[src/hdl/gjsp_pkg.sv]
// Shared types and constants of the grid jump shortest path block.
package gjsp_pkg;

  localparam int CFG_W    = 7;   // width of every configuration register
  localparam int CFG_IW   = 3;   // width of the register index
  localparam int RESULT_W = 13;  // width of move_count

  localparam int MAX_ROWS_DEF = 64;  // default number of rows the memories hold
  localparam int MAX_COLS_DEF = 64;  // default number of columns the memories hold

  typedef enum logic [CFG_IW-1:0] {
    REG_GRID_HEIGHT = 3'd0,
    REG_GRID_WIDTH  = 3'd1,
    REG_JUMP_LIMIT  = 3'd2,
    REG_START_ROW   = 3'd3,
    REG_START_COL   = 3'd4,
    REG_GOAL_ROW    = 3'd5,
    REG_GOAL_COL    = 3'd6
  } cfg_reg_e;

  // Effective search geometry: sizes clamped, start and goal zero-based.
  typedef struct packed {
    logic [CFG_W-1:0] height;
    logic [CFG_W-1:0] width;
    logic [CFG_W-1:0] jump;
    logic [CFG_W-1:0] start_row;
    logic [CFG_W-1:0] start_col;
    logic [CFG_W-1:0] goal_row;
    logic [CFG_W-1:0] goal_col;
    logic             off_grid;
  } geom_t;

endpackage

[src/hdl/gjsp_cfg.sv]
// Configuration registers and derived search geometry.
module gjsp_cfg import gjsp_pkg::*; #(
  parameter int MAX_ROWS = MAX_ROWS_DEF,
  parameter int MAX_COLS = MAX_COLS_DEF
) (
  input  logic              clk_i,
  input  logic              rst_ni,
  input  logic              cfg_valid_i,
  output logic              cfg_ready_o,
  input  logic [CFG_IW-1:0] cfg_index_i,
  input  logic [CFG_W-1:0]  cfg_data_i,
  output geom_t             geom_o
);

  logic [CFG_W-1:0] height_q, width_q, jump_q, srow_q, scol_q, grow_q, gcol_q;
  logic [CFG_W-1:0] h_eff, w_eff;

  assign cfg_ready_o = 1'b1;

  always_ff @(posedge clk_i or negedge rst_ni) begin
    if (!rst_ni) begin
      height_q <= CFG_W'(1);
      width_q  <= CFG_W'(1);
      jump_q   <= CFG_W'(1);
      srow_q   <= CFG_W'(1);
      scol_q   <= CFG_W'(1);
      grow_q   <= CFG_W'(1);
      gcol_q   <= CFG_W'(1);
    end else if (cfg_valid_i) begin
      case (cfg_index_i)
        REG_GRID_HEIGHT: height_q <= cfg_data_i;
        REG_GRID_WIDTH:  width_q  <= cfg_data_i;
        REG_JUMP_LIMIT:  jump_q   <= cfg_data_i;
        REG_START_ROW:   srow_q   <= cfg_data_i;
        REG_START_COL:   scol_q   <= cfg_data_i;
        REG_GOAL_ROW:    grow_q   <= cfg_data_i;
        REG_GOAL_COL:    gcol_q   <= cfg_data_i;
        default: ;
      endcase
    end
  end

  always_comb begin
    if (height_q == '0) h_eff = CFG_W'(1);
    else if (int'(height_q) > MAX_ROWS) h_eff = CFG_W'(MAX_ROWS);
    else h_eff = height_q;
    if (width_q == '0) w_eff = CFG_W'(1);
    else if (int'(width_q) > MAX_COLS) w_eff = CFG_W'(MAX_COLS);
    else w_eff = width_q;
    geom_o.height    = h_eff;
    geom_o.width     = w_eff;
    geom_o.jump      = (jump_q == '0) ? CFG_W'(1) : jump_q;
    geom_o.start_row = srow_q - CFG_W'(1);
    geom_o.start_col = scol_q - CFG_W'(1);
    geom_o.goal_row  = grow_q - CFG_W'(1);
    geom_o.goal_col  = gcol_q - CFG_W'(1);
    geom_o.off_grid  = (srow_q == '0) || (srow_q > h_eff) || (scol_q == '0) ||
                       (scol_q > w_eff) || (grow_q == '0) || (grow_q > h_eff) ||
                       (gcol_q == '0) || (gcol_q > w_eff);
  end

endmodule

[config.mk]
export PLATFORM = sky130hd
export DESIGN_NAME = gjsp_cfg
export DESIGN_NICKNAME = d
export VERILOG_FILES = /design/src/hdl/gjsp_pkg.sv /design/src/hdl/gjsp_cfg.sv
export SDC_FILE = /design/constraint.sdc
export NUM_CORES = 1
export LEC_CHECK = 0
export ABC_AREA = 1
export BUFFER_PORTS_ARGS = -buffer_cell sky130_fd_sc_hd__buf_4
export CAP_MARGIN = 30
export CORE_MARGIN = 1
export CORE_UTILIZATION = 40
export CTS_CLUSTER_SIZE = 16
export DETAILED_ROUTE_END_ITERATION = 7
export GPL_ROUTABILITY_DRIVEN = 0
export PLACE_DENSITY = 0.6
export SLEW_MARGIN = 20
export SYNTH_ARGS = -nofsm -noshare
export SYNTH_HDL_FRONTEND = slang
export SYNTH_SLANG_ARGS = --single-unit
[constraint.sdc]
create_clock -name clk_i -period 1.8 [get_ports clk_i]
set_input_delay 0.27 -clock clk_i [delete_from_list [all_inputs] [get_ports clk_i]]
set_output_delay 0.27 -clock clk_i [all_outputs]
set_load 0.05 [all_outputs]
==> results of run 1 <==
==> cell type report <==
cell class	count	area share (%)
Tap cell	102	2.38
Sequential cell	49	23.1
Multi-Input combinational cell	291	45.5
Clock inverter	2	0.725
Timing Repair Buffer	136	22.7
Inverter	57	4.28
Clock buffer	6	1.36
==> kinds of logic after synthesis <==
family                   Yosys count  synth area share [%]
buffers and inverters             73                  9.65
other                              1                 0.114
adder cells (fa/ha/maj)           36                  13.7
AO/OA/AOI/OAI                     63                  11.9
flip-flops                        49                  37.5
AND/OR/NAND/NOR                  171                  21.9
XOR/XNOR                          20                  5.32
==> sequential cells by signal, indices dropped and copies added, names as in the netlist <==
| signal | flops |
|---|---|
| height_q | 7 |
| grow_q | 7 |
| scol_q | 7 |
| gcol_q | 7 |
| width_q | 7 |
| srow_q | 7 |
| jump_q | 7 |
==> power groups by stage <==
stage	registers (uW)	logic, uW	clock network, uW
after floorplan	1570	2940	0
after global placement	1520	4200	0
after detailed placement	1530	4280	0
after CTS	1510	4690	829
after global routing	1560	5170	868
final	1530	4800	807
==> synthesized netlist by cell type (2+ instances only) <==
cell      instances  area [sq um]
inv_1            56           210
nand2_2           6          37.5
nor2_2            2          12.5
a21oi_1           9          45.0
buf_2             2          10.0
ha_1             36           450
nand3_1           9          45.0
dfstp_2           7           184
dfrtp_1          42          1050
nor3_1            5          25.0
clkbuf_1          8          30.0
o21ai_1          30           150
o21ai_2          19           166
nand2_1         110           413
a21o_1            2          15.0
nor2_1           27           101
xor2_1           14           123
nand3b_1          2          15.0
buf_6             5          56.3
nand4_1           7          43.8
xnor2_1           6          52.6
o21ai_0           3          15.0
==> stage by stage <==
step / std cells / TNS, ns / worst slack [ns]
floorplan: 413 / -0.814 / -0.524
global placement: 627 / -0.467 / -0.467
detailed placement: 627 / -0.528 / -0.501
CTS: 642 / -5.23 / -0.780
global route: 643 / -7.19 / -0.943
finish: 643 / -5.13 / -0.809
==> worst max-delay path, cell delays in order (launching register included) <==
cell	delay, ns
dfrtp_1	0.39
nor2_1	0.13
nand4_1	0.14
nand2_2	0.14
inv_2	0.07
nor2_4	0.11
inv_2	0.05
ha_1	0.27
nand2_1	0.05
nor2_1	0.15
nand4_1	0.11
nand2_1	0.09
nand2_1	0.05
inv_1	0.09
nand2_4	0.05
buf_6	0.15
==> routing by layer <==
metal / global-route usage, % / routed length, microns / vias up
met1: 30.5 / 4130 / 1480
met5: 0 / 0 / -
met2: 38.8 / 4530 / 54
li1: - / - / 1567
met3: 3.28 / 275 / 5
met4: 4.23 / 46 / 0
==> layout by cell type, fill, tap and decap left out, types with 3 or more instances in the layout <==
master / count
a21oi_1: 8
buf_4: 89
buf_6: 41
buf_8: 5
clkbuf_8: 5
clkinvlp_4: 4
dfrtp_1: 41
dfstp_2: 7
ha_1: 26
ha_4: 10
inv_1: 40
inv_2: 13
nand2_1: 99
nand2_2: 9
nand2_4: 7
nand3_1: 3
nand3_4: 5
nand4_1: 7
nor2_1: 18
nor2_2: 7
nor2_4: 5
nor3_4: 4
o21ai_1: 31
o21ai_2: 19
xnor2_2: 6
xor2_4: 14
==> what timing repair did <==
action / in CTS / in global routing
endpoints found under the hold margin: 20 / 0
pin swaps: 16 / 21
hold buffers: 1 / 0
setup endpoints to repair: 32 / 35
resized for setup: 65 / 32
buffers inserted: 8 / 7
==> worst paths after layout <==
path | from | endpoint | slack [ns] | depth (start not counted)
hold reg to reg | jump_q[0] | jump_q[0] | 0.48 | 2
max in group asynchronous | rst_ni | gcol_q[2] | 0.83 | 2
min in group asynchronous | rst_ni | srow_q[2] | 0.51 | 2
hold / removal | cfg_index_i[0] | srow_q[0] | 0.39 | 3
setup / recovery | width_q[5] | geom_o[0] | -0.81 | 15
setup reg to reg | srow_q[2] | srow_q[2] | 0.86 | 4
==> impl_results.md, run 1 <==
- Filler Cell Count: 651
- WHS: 0.389 ns
- FF+latch count, synth: 49
- Layout area overhead: 62.4%
- Die ar.: 8600 sq um
- Clock slew at reported path FFs: 0.09 ns
- Worst setup path class: reg -> out
- Post-route ant nets: 0
- GR Overflow Total: 0
- Wire per inst: 14.0 microns
- Post-Syn Nets: 462
- Vias in the first global route: 3037
- CTS tree: yes
- Final setup margin: -0.809 ns
- Cell Area, Synth: 3290 sq um
- Yosys warns: 0
- Combinational Power Share: 67.3%
- Final setup violation count: 28
- Net Sw Power: 3400 uW
- PD cells: 1330 nW/um^2
- Core Box Area: 7850 sq um
- Max Freq: 0.383 GHz
- CP Capture Type: output pin
- Ant diodes: 0
- Vias per cell: 4.83
- CTS Sinks: 49
- Number of synthesized flops with an enable pin: 0
- Footprint of the multi-input gates: 2430 sq um
- Final critical-path share of the clock period: 145%
- Sequential share of power: 21.4%
- Placed Area: 4810 sq um
- Async set-reset flop share out of synthesis: 100%
- DPL Wire Length: 6720 microns
- Layout cells sized above 1: 47.9%
- Initial antenna violation count: 0
- H-tree levels: 2
- Cell-internal power: 3730 uW
- Root Driver: clkbuf_8
- Rows: 32
- Drt pass-1 iters: 4
- Io pins: 64
- Worst Skew: 0 ns
- Failing checks: setup timing
- Global-route wire length before repair: 14900 microns
- Final-report max-slew violation count: 0
- Total area of sequential cells: 1240 sq um
- Post-layout min period: 2.61 ns
- Worst EP arrival: 2.34 ns
- Max-Cap Viols: 0
- Vert. Die Dim: 92.8 microns
- Worst-path fanout max: 5
- Max IR drop VDD: 0.742 mV
- Sequential share of the synthesized area: 37.5%
- Finished Cell Area: 5350 sq um
- Mapped Cells: 413
- CP Launch Type: flop
- Core Util, Final: 68.2%
- Die outline width: 92.8 microns
- Least-Margin Pin Slew: 0.629 ns
- Status: finished with violations
- Drt initial violations: 134
- Fin. Hold Viols: 0
- Switching Fraction: 47.8%
- Relative slew margins: 58.1%
- Number of port buffers: 62
- Distinct cells, synth: 28
- DRC errors left: 0
- WP data required: 1.53 ns
- Vias after detailed routing: 3106
- Clock share of power: 11.3%
- CTS Buf Count: 5
- Clock buffer depth: 2
- Starting Density: 42.0%
- Routed wire length: 8990 microns
- Total chip power: 7130 uW
- RSZ-0062 raised after global routing: yes
- LEAKAGE: 0.00264 uW
- Hold WC Path Type: in -> reg
- Nets: 589
- Largest net degree at the start of global routing: 50
- Main synth FF type: dfrtp_1
- Later-pin clock latency in the skew report: 0.31 ns
- Syn Area/Cell: 7.98 sq um
- GRT Total Usage: 22.6%
(Power assumes the default switching activity.)
==> run 2: changes to the inputs <==
--- a/config.mk
+++ b/config.mk
@@ -14,6 +14,7 @@
 export DETAILED_ROUTE_END_ITERATION = 7
 export GPL_ROUTABILITY_DRIVEN = 0
 export PLACE_DENSITY = 0.6
+export SETUP_SLACK_MARGIN = 0.15
 export SLEW_MARGIN = 20
 export SYNTH_ARGS = -nofsm -noshare
 export SYNTH_HDL_FRONTEND = slang
==> impl_results.md, run 2 (same netlist as run 1, synthesis figures left out) <==
- RSZ-0062 raised after global routing: yes (unchanged)
- Top Layer Used: met4 (unchanged)
- Max Freq: 0.373 GHz (was 0.383 GHz)
- Relative slew margins: 56.4% (was 58.1%)
- Vias per cell: 4.82 (was 4.83)
- CTS Sinks: 49 (unchanged)
- Internal reg-to-reg setup slack: 0.81 ns (was 0.86 ns)
- Core Box Area: 7850 sq um (unchanged)
- Drt initial violations: 104 (was 134)
- Largest net degree at the start of global routing: 50 (unchanged)
- Ant diodes: 0 (unchanged)
- Nets: 606 (was 589)
- Initial antenna violation count: 0 (unchanged)
- Hold WC Path Type: in -> reg (unchanged)
- Drt pass-1 iters: 4 (unchanged)
- Most frequent cells in the layout: nand2_1, buf_4, buf_6, dfrtp_1, inv_1 (was nand2_1, buf_4, dfrtp_1, buf_6, inv_1)
- Die outline width: 92.8 microns (unchanged)
- Fin. Hold Viols: 0 (unchanged)
- CP Launch Type: flop (unchanged)
- WL met2: 4750 microns (was 4530 microns)
- Max IR drop VDD: 0.858 mV (was 0.742 mV)
- Vias after detailed routing: 3181 (was 3106)
- Clock buffer depth: 2 (unchanged)
- Worst EP arrival: 2.41 ns (was 2.34 ns)
- Core Util, Final: 72.9% (was 68.2%)
- Vias in the first global route: 3301 (was 3037)
- M1 WL: 4210 microns (was 4130 microns)
- Worst Skew: 0 ns (unchanged)
- LEAKAGE: 0.00277 uW (was 0.00264 uW)
- Worst-path fanout max: 5 (unchanged)
- Routed wire length: 9550 microns (was 8990 microns)
- Status: finished with violations (unchanged)
- Min-delay src: cfg_index_i[0] (unchanged)
- TNS Setup: -5.45 ns (was -5.13 ns)
- Switching Fraction: 47.8% (about the same)
- Later-pin clock latency in the skew report: 0.30 ns (was 0.31 ns)
- Hold-critical path depth: 3 (unchanged)
- Worst R2R End: gcol_q[2] (was srow_q[2])
- Net Sw Power: 3570 uW (was 3400 uW)
- Crit Reg-Reg Startpoint: gcol_q[2] (was srow_q[2])
- Cell Chain, Critical Path: nor2_2 > nand4_1 > nand2_4 > inv_4 > nor2_4 > inv_2 > ha_4 > nand2_2 > nor2_2 > nand4_1 > nand2_1 > nand2_1 > nor2_2 > nand2_4 > buf_8 (was nor2_1 > nand4_1 > nand2_2 > inv_2 > nor2_4 > inv_2 > ha_1 > nand2_1 > nor2_1 > nand4_1 > nand2_1 > nand2_1 > inv_1 > nand2_4 > buf_6)
- GRT Total Usage: 24.1% (was 22.6%)
- Failing checks: setup timing (unchanged)
- PD cells: 1310 nW/um^2 (was 1330 nW/um^2)
- Final-report max-slew violation count: 0 (unchanged)
- Combinational Power Share: 70.2% (was 67.3%)
- Final setup violation count: 31 (was 28)
- CP Capture Type: output pin (unchanged)
- Io pins: 64 (unchanged)
- CTS tree: yes (unchanged)
- CP max stage cell: dfrtp_1 (unchanged)
- Rows: 32 (unchanged)
- Number of port buffers: 62 (unchanged)
- Clock share of power: 9.5% (was 11.3%)
- Filler Cell Count: 607 (was 651)
- Cell-internal power: 3910 uW (was 3730 uW)
- CTS Buf Count: 5 (unchanged)
- Worst Reg-to-Reg Cells: 4 (unchanged)
- Total chip power: 7490 uW (was 7130 uW)
- Clock slew at reported path FFs: 0.09 ns (about the same)
- Met3 WL: 352 microns (was 275 microns)
- Wire per inst: 14.5 microns (was 14.0 microns)
- Final critical-path share of the clock period: 149% (was 145%)
- Hold Path End: srow_q[0] (unchanged)
- H-tree levels: 2 (unchanged)
- Die ar.: 8600 sq um (unchanged)
- WP data required: 1.53 ns (about the same)
- DRC errors left: 0 (unchanged)
- Footprint of the multi-input gates: 2540 sq um (was 2430 sq um)
- Post-route ant nets: 0 (unchanged)
- Commonest non-fill, non-tap cell in the layout: nand2_1 (unchanged)
- Top cell by count, worst path: nor2_2 (was nand2_1)
- DPL Wire Length: 7010 microns (was 6720 microns)
- Worst setup path class: reg -> out (unchanged)
- Total area of sequential cells: 1240 sq um (unchanged)
- Layout area overhead: 73.6% (was 62.4%)
- GR Overflow Total: 0 (unchanged)
- Layout cells sized above 1: 52.3% (was 47.9%)
- Crit-path max cell delay: 0.41 ns (was 0.39 ns)
- Final setup margin: -0.882 ns (was -0.809 ns)
- Starting Density: 42.0% (unchanged)
- Sequential share of power: 20.3% (was 21.4%)
- Vert. Die Dim: 92.8 microns (unchanged)
- Post-layout min period: 2.68 ns (was 2.61 ns)
- Least-Margin Pin Slew: 0.655 ns (was 0.629 ns)
- Global-route wire length before repair: 15800 microns (was 14900 microns)
- Root Driver: clkbuf_8 (unchanged)
- Max-Cap Viols: 0 (unchanged)
[run 2: worst max-delay path by stage]
stage	from	end	slack, ns	depth (start not counted)
after global placement	width_q[0]	geom_o[0]	-0.46	15
after global routing	width_q[1]	geom_o[0]	-1.02	14
final	width_q[1]	geom_o[0]	-0.88	15
after detailed placement	width_q[1]	geom_o[0]	-0.50	15
after floorplan	width_q[5]	geom_o[0]	-0.52	15
after CTS	height_q[5]	geom_o[0]	-0.78	14
[run 2: what timing repair did]
| action | 4_1_cts | 5_1_grt |
|---|---|---|
| pin swaps | 37 | 21 |
| resized for setup | 101 | 33 |
| hold buffers | 1 | 0 |
| hold endpoints to repair | 12 | 0 |
| gates cloned | 0 | 0 |
| setup buffers | 10 | 6 |
| endpoints found under the setup margin | 41 | 40 |
[run 2: metrics by stage]
step / worst slack [ns] / hold WS, ns / cell area (sq um) / instances
global route: -1.02 / 0.415 / 5720 / 660
detailed placement: -0.501 / 0.340 / 5000 / 635
finish: -0.882 / 0.397 / 5720 / 660
floorplan: -0.524 / -0.0256 / 3960 / 413
CTS: -0.782 / 0.378 / 5550 / 654
global placement: -0.462 / 0.338 / 5000 / 635
[run 2: critical path: cells and delay by family, from the launching register on]
kind	cells	cell delay (ns)
and+or+nand+nor	11	1.18
DFF	1	0.41
buffers and inverters	3	0.27
adders and majority gates	1	0.25
[run 2: final cells by class]
type	instances	share of cell area, %
clock buffers	6	1.44
clock inverters	2	0.241
inverters	57	4.48
multi-input cells	291	44.5
flip-flops and latches	49	21.6
well taps	102	2.23
repair buffers	153	25.5
[run 2: power groups by stage]
stage	sequential, uW	combinational, uW	clock, uW
after global routing	1540	5650	765
after floorplan	1580	3100	0
after CTS	1510	5100	741
after detailed placement	1520	4530	0
after global placement	1510	4440	0
final	1520	5250	714
[run 2: layer usage]
layer  track usage, %  vias to the layer above
li1                 -                     1596
met1             30.4                     1498
met2             41.4                       70
met3             3.94                       17
met4             8.72                        0
met5                0                        -
==> run 3: changes to the inputs <==
--- a/config.mk
+++ b/config.mk
@@ -8,8 +8,10 @@
 export ABC_AREA = 1
 export BUFFER_PORTS_ARGS = -buffer_cell sky130_fd_sc_hd__buf_4
 export CAP_MARGIN = 30
+export CORE_ASPECT_RATIO = 0.75
 export CORE_MARGIN = 1
 export CORE_UTILIZATION = 40
+export CTS_BUF_LIST = sky130_fd_sc_hd__clkbuf_2
 export CTS_CLUSTER_SIZE = 16
 export DETAILED_ROUTE_END_ITERATION = 7
 export GPL_ROUTABILITY_DRIVEN = 0
==> impl_results.md, run 3 (same netlist as run 1, synthesis figures left out) <==
- Status: finished with violations (unchanged)
- Failing checks: setup timing (unchanged)
- Largest net degree at the start of global routing: 50 (unchanged)
- Vias after detailed routing: 3159 (was 3181)
- Min-delay src: cfg_index_i[0] (unchanged)
- Relative slew margins: 58.2% (was 56.4%)
- Most frequent cells in the layout: nand2_1, buf_4, buf_6, dfrtp_1, inv_1 (unchanged)
- Final setup violation count: 36 (was 31)
- Crit Reg-Reg Startpoint: srow_q[2] (was gcol_q[2])
- Worst Reg-to-Reg Cells: 4 (unchanged)
- Core Util, Final: 71.2% (was 72.9%)
- Post-route insts no fill: 661 (was 660)
- Fin. Hold Viols: 0 (unchanged)
- Vert. Die Dim: 80.6 microns (was 92.8 microns)
- Max IR drop VDD: 0.740 mV (was 0.858 mV)
- Rows: 28 (was 32)
- Worst setup path class: reg -> out (unchanged)
- PD cells: 1270 nW/um^2 (was 1310 nW/um^2)
- CP Capture Type: output pin (unchanged)
- Internal reg-to-reg setup slack: 0.85 ns (was 0.81 ns)
- Post-route ant nets: 0 (unchanged)
- Final setup margin: -0.991 ns (was -0.882 ns)
- Worst R2R End: srow_q[2] (was gcol_q[2])
- Vias in the first global route: 3030 (was 3301)
- Hold WC Path Type: in -> reg (unchanged)
- Hold Path End: srow_q[0] (unchanged)
- CTS tree: yes (unchanged)
- Post-layout min period: 2.79 ns (was 2.68 ns)
- RSZ-0062 raised after global routing: yes (unchanged)
- Footprint of the multi-input gates: 2510 sq um (was 2540 sq um)
- CTS Sinks: 49 (unchanged)
- Layout cells sized above 1: 51.4% (was 52.3%)
- Wire per inst: 13.9 microns (was 14.5 microns)
- DRC errors left: 0 (unchanged)
- GRT Total Usage: 23.3% (was 24.1%)
- WP data required: 1.53 ns (about the same)
- M2 GR Usage: 38.0% (was 41.4%)
- Worst Skew: 0 ns (unchanged)
- Initial antenna violation count: 0 (unchanged)
- Io pins: 64 (unchanged)
- Ant diodes: 0 (unchanged)
- Placed cell count: 629 (was 635)
- Least-Margin Pin Slew: 0.628 ns (was 0.655 ns)
- Clock buffer depth: 2 (unchanged)
- Cell Chain, Critical Path: nor2_2 > nand4_1 > nand2_2 > inv_2 > nor2_4 > inv_2 > ha_1 > nand2_1 > nor2_2 > nand4_1 > nand2_1 > nand2_1 > nor2_2 > nand2_4 > buf_6 (was nor2_2 > nand4_1 > nand2_4 > inv_4 > nor2_4 > inv_2 > ha_4 > nand2_2 > nor2_2 > nand4_1 > nand2_1 > nand2_1 > nor2_2 > nand2_4 > buf_8)
- Later-pin clock latency in the skew report: 0.44 ns (was 0.30 ns)
- Final critical-path share of the clock period: 155% (was 149%)
- Die outline width: 107 microns (was 92.8 microns)
- Number of port buffers: 62 (unchanged)
- Starting Density: 41.6% (was 42.0%)
- LEAKAGE: 0.00273 uW (was 0.00277 uW)
- CP max stage cell: dfrtp_1 (unchanged)
- Global-route wire length before repair: 15200 microns (was 15800 microns)
- Drt pass-1 iters: 4 (unchanged)
- Worst path buffer plus inverter count: 3 (unchanged)
- H-tree levels: 2 (unchanged)
- Commonest non-fill, non-tap cell in the layout: nand2_1 (unchanged)
- Max-Cap Viols: 0 (unchanged)
- Finished Cell Area: 5640 sq um (was 5720 sq um)
- Grt met3 use: 3.33% (was 3.94%)
- Drt initial violations: 131 (was 104)
- Total area of sequential cells: 1240 sq um (about the same)
- DPL Wire Length: 6950 microns (was 7010 microns)
- Core Box Area: 7920 sq um (was 7850 sq um)
- Routed wire length: 9180 microns (was 9550 microns)
- Vias per cell: 4.78 (was 4.82)
- Hold-critical path depth: 3 (unchanged)
- Worst EP arrival: 2.52 ns (was 2.41 ns)
- Filler Cell Count: 630 (was 607)
- Nets: 604 (was 606)
- GR Overflow Total: 0 (unchanged)
- Die ar.: 8610 sq um (was 8600 sq um)
- Placed Area: 4940 sq um (was 5000 sq um)
- CP Launch Type: flop (unchanged)
- Final-report max-slew violation count: 0 (unchanged)
- Root Driver: clkbuf_2 (was clkbuf_8)
- Worst-path fanout max: 5 (unchanged)
- Max Freq: 0.358 GHz (was 0.373 GHz)
- CTS Buf Count: 5 (unchanged)
- GRT busiest layer: met2 (unchanged)
- M1 GR Usage: 33.1% (was 30.4%)
- Crit-path max cell delay: 0.46 ns (was 0.41 ns)
- Layout area overhead: 71.1% (was 73.6%)
- Clock slew at reported path FFs: 0.27 ns (was 0.09 ns)
- CP top delay family: simple AND/OR/NAND/NOR gates (unchanged)
run 3: repair_timing:
action                     in CTS  in global routing
hold endpoints to repair       42                  0
hold buffers                    1                  0
resized for setup             106                 26
setup buffers                  17                  6
setup endpoints to repair      42                 42
pin swaps                      30                 12
run 3: tightest hold or removal path: stages:
cell     delay [ns]
buf_4          0.13
nand3_2        0.20
o21ai_1        0.09
run 3: worst max-delay path by stage:
| stage | startpoint | endpoint | cells past startpoint |
|---|---|---|---|
| 2_1_floorplan | width_q[5] | geom_o[0] | 15 |
| 3_3_place_gp | width_q[5] | geom_o[0] | 15 |
| 3_5_place_dp | width_q[5] | geom_o[0] | 15 |
| 4_1_cts | width_q[1] | geom_o[0] | 15 |
| 5_1_grt | width_q[1] | geom_o[0] | 15 |
| 6_report | width_q[1] | geom_o[0] | 15 |
run 3: stage by stage:
step / setup slack, ns / setup TNS, ns / hold WS (ns) / total power, uW
floorplan: -0.524 / -1.03 / -0.0256 / 4680
CTS: -1.00 / -12.26 / 0.219 / 7060
finish: -0.991 / -12.04 / 0.224 / 7180
global placement: -0.461 / -0.461 / 0.336 / 5900
detailed placement: -0.538 / -0.538 / 0.341 / 5980
global route: -1.28 / -16.58 / 0.194 / 7650
run 3: final cells by class:
class                   instances  share of cell area [%]
well taps                     105                    2.33
multi-input cells             291                    44.6
inverters                      57                    4.51
flip-flops and latches         49                    22.0
clock buffers                   5                   0.444
clock inverters                 3                   0.377
repair buffers                151                    25.8
run 3: metal layers:
layer / share of wire (%) / vias up
li1: - / 1594
met2: 47 / 60
met5: 0 / -
met1: 49 / 1498
met3: 3.3 / 7
met4: 0.66 / 0
run 3: power by group:
part | switching, uW | internal, uW | total, uW
registers | 199 | 1330 | 1530
logic | 2930 | 2230 | 5160
clock network | 383 | 100 | 483
total | 3510 | 3660 | 7180
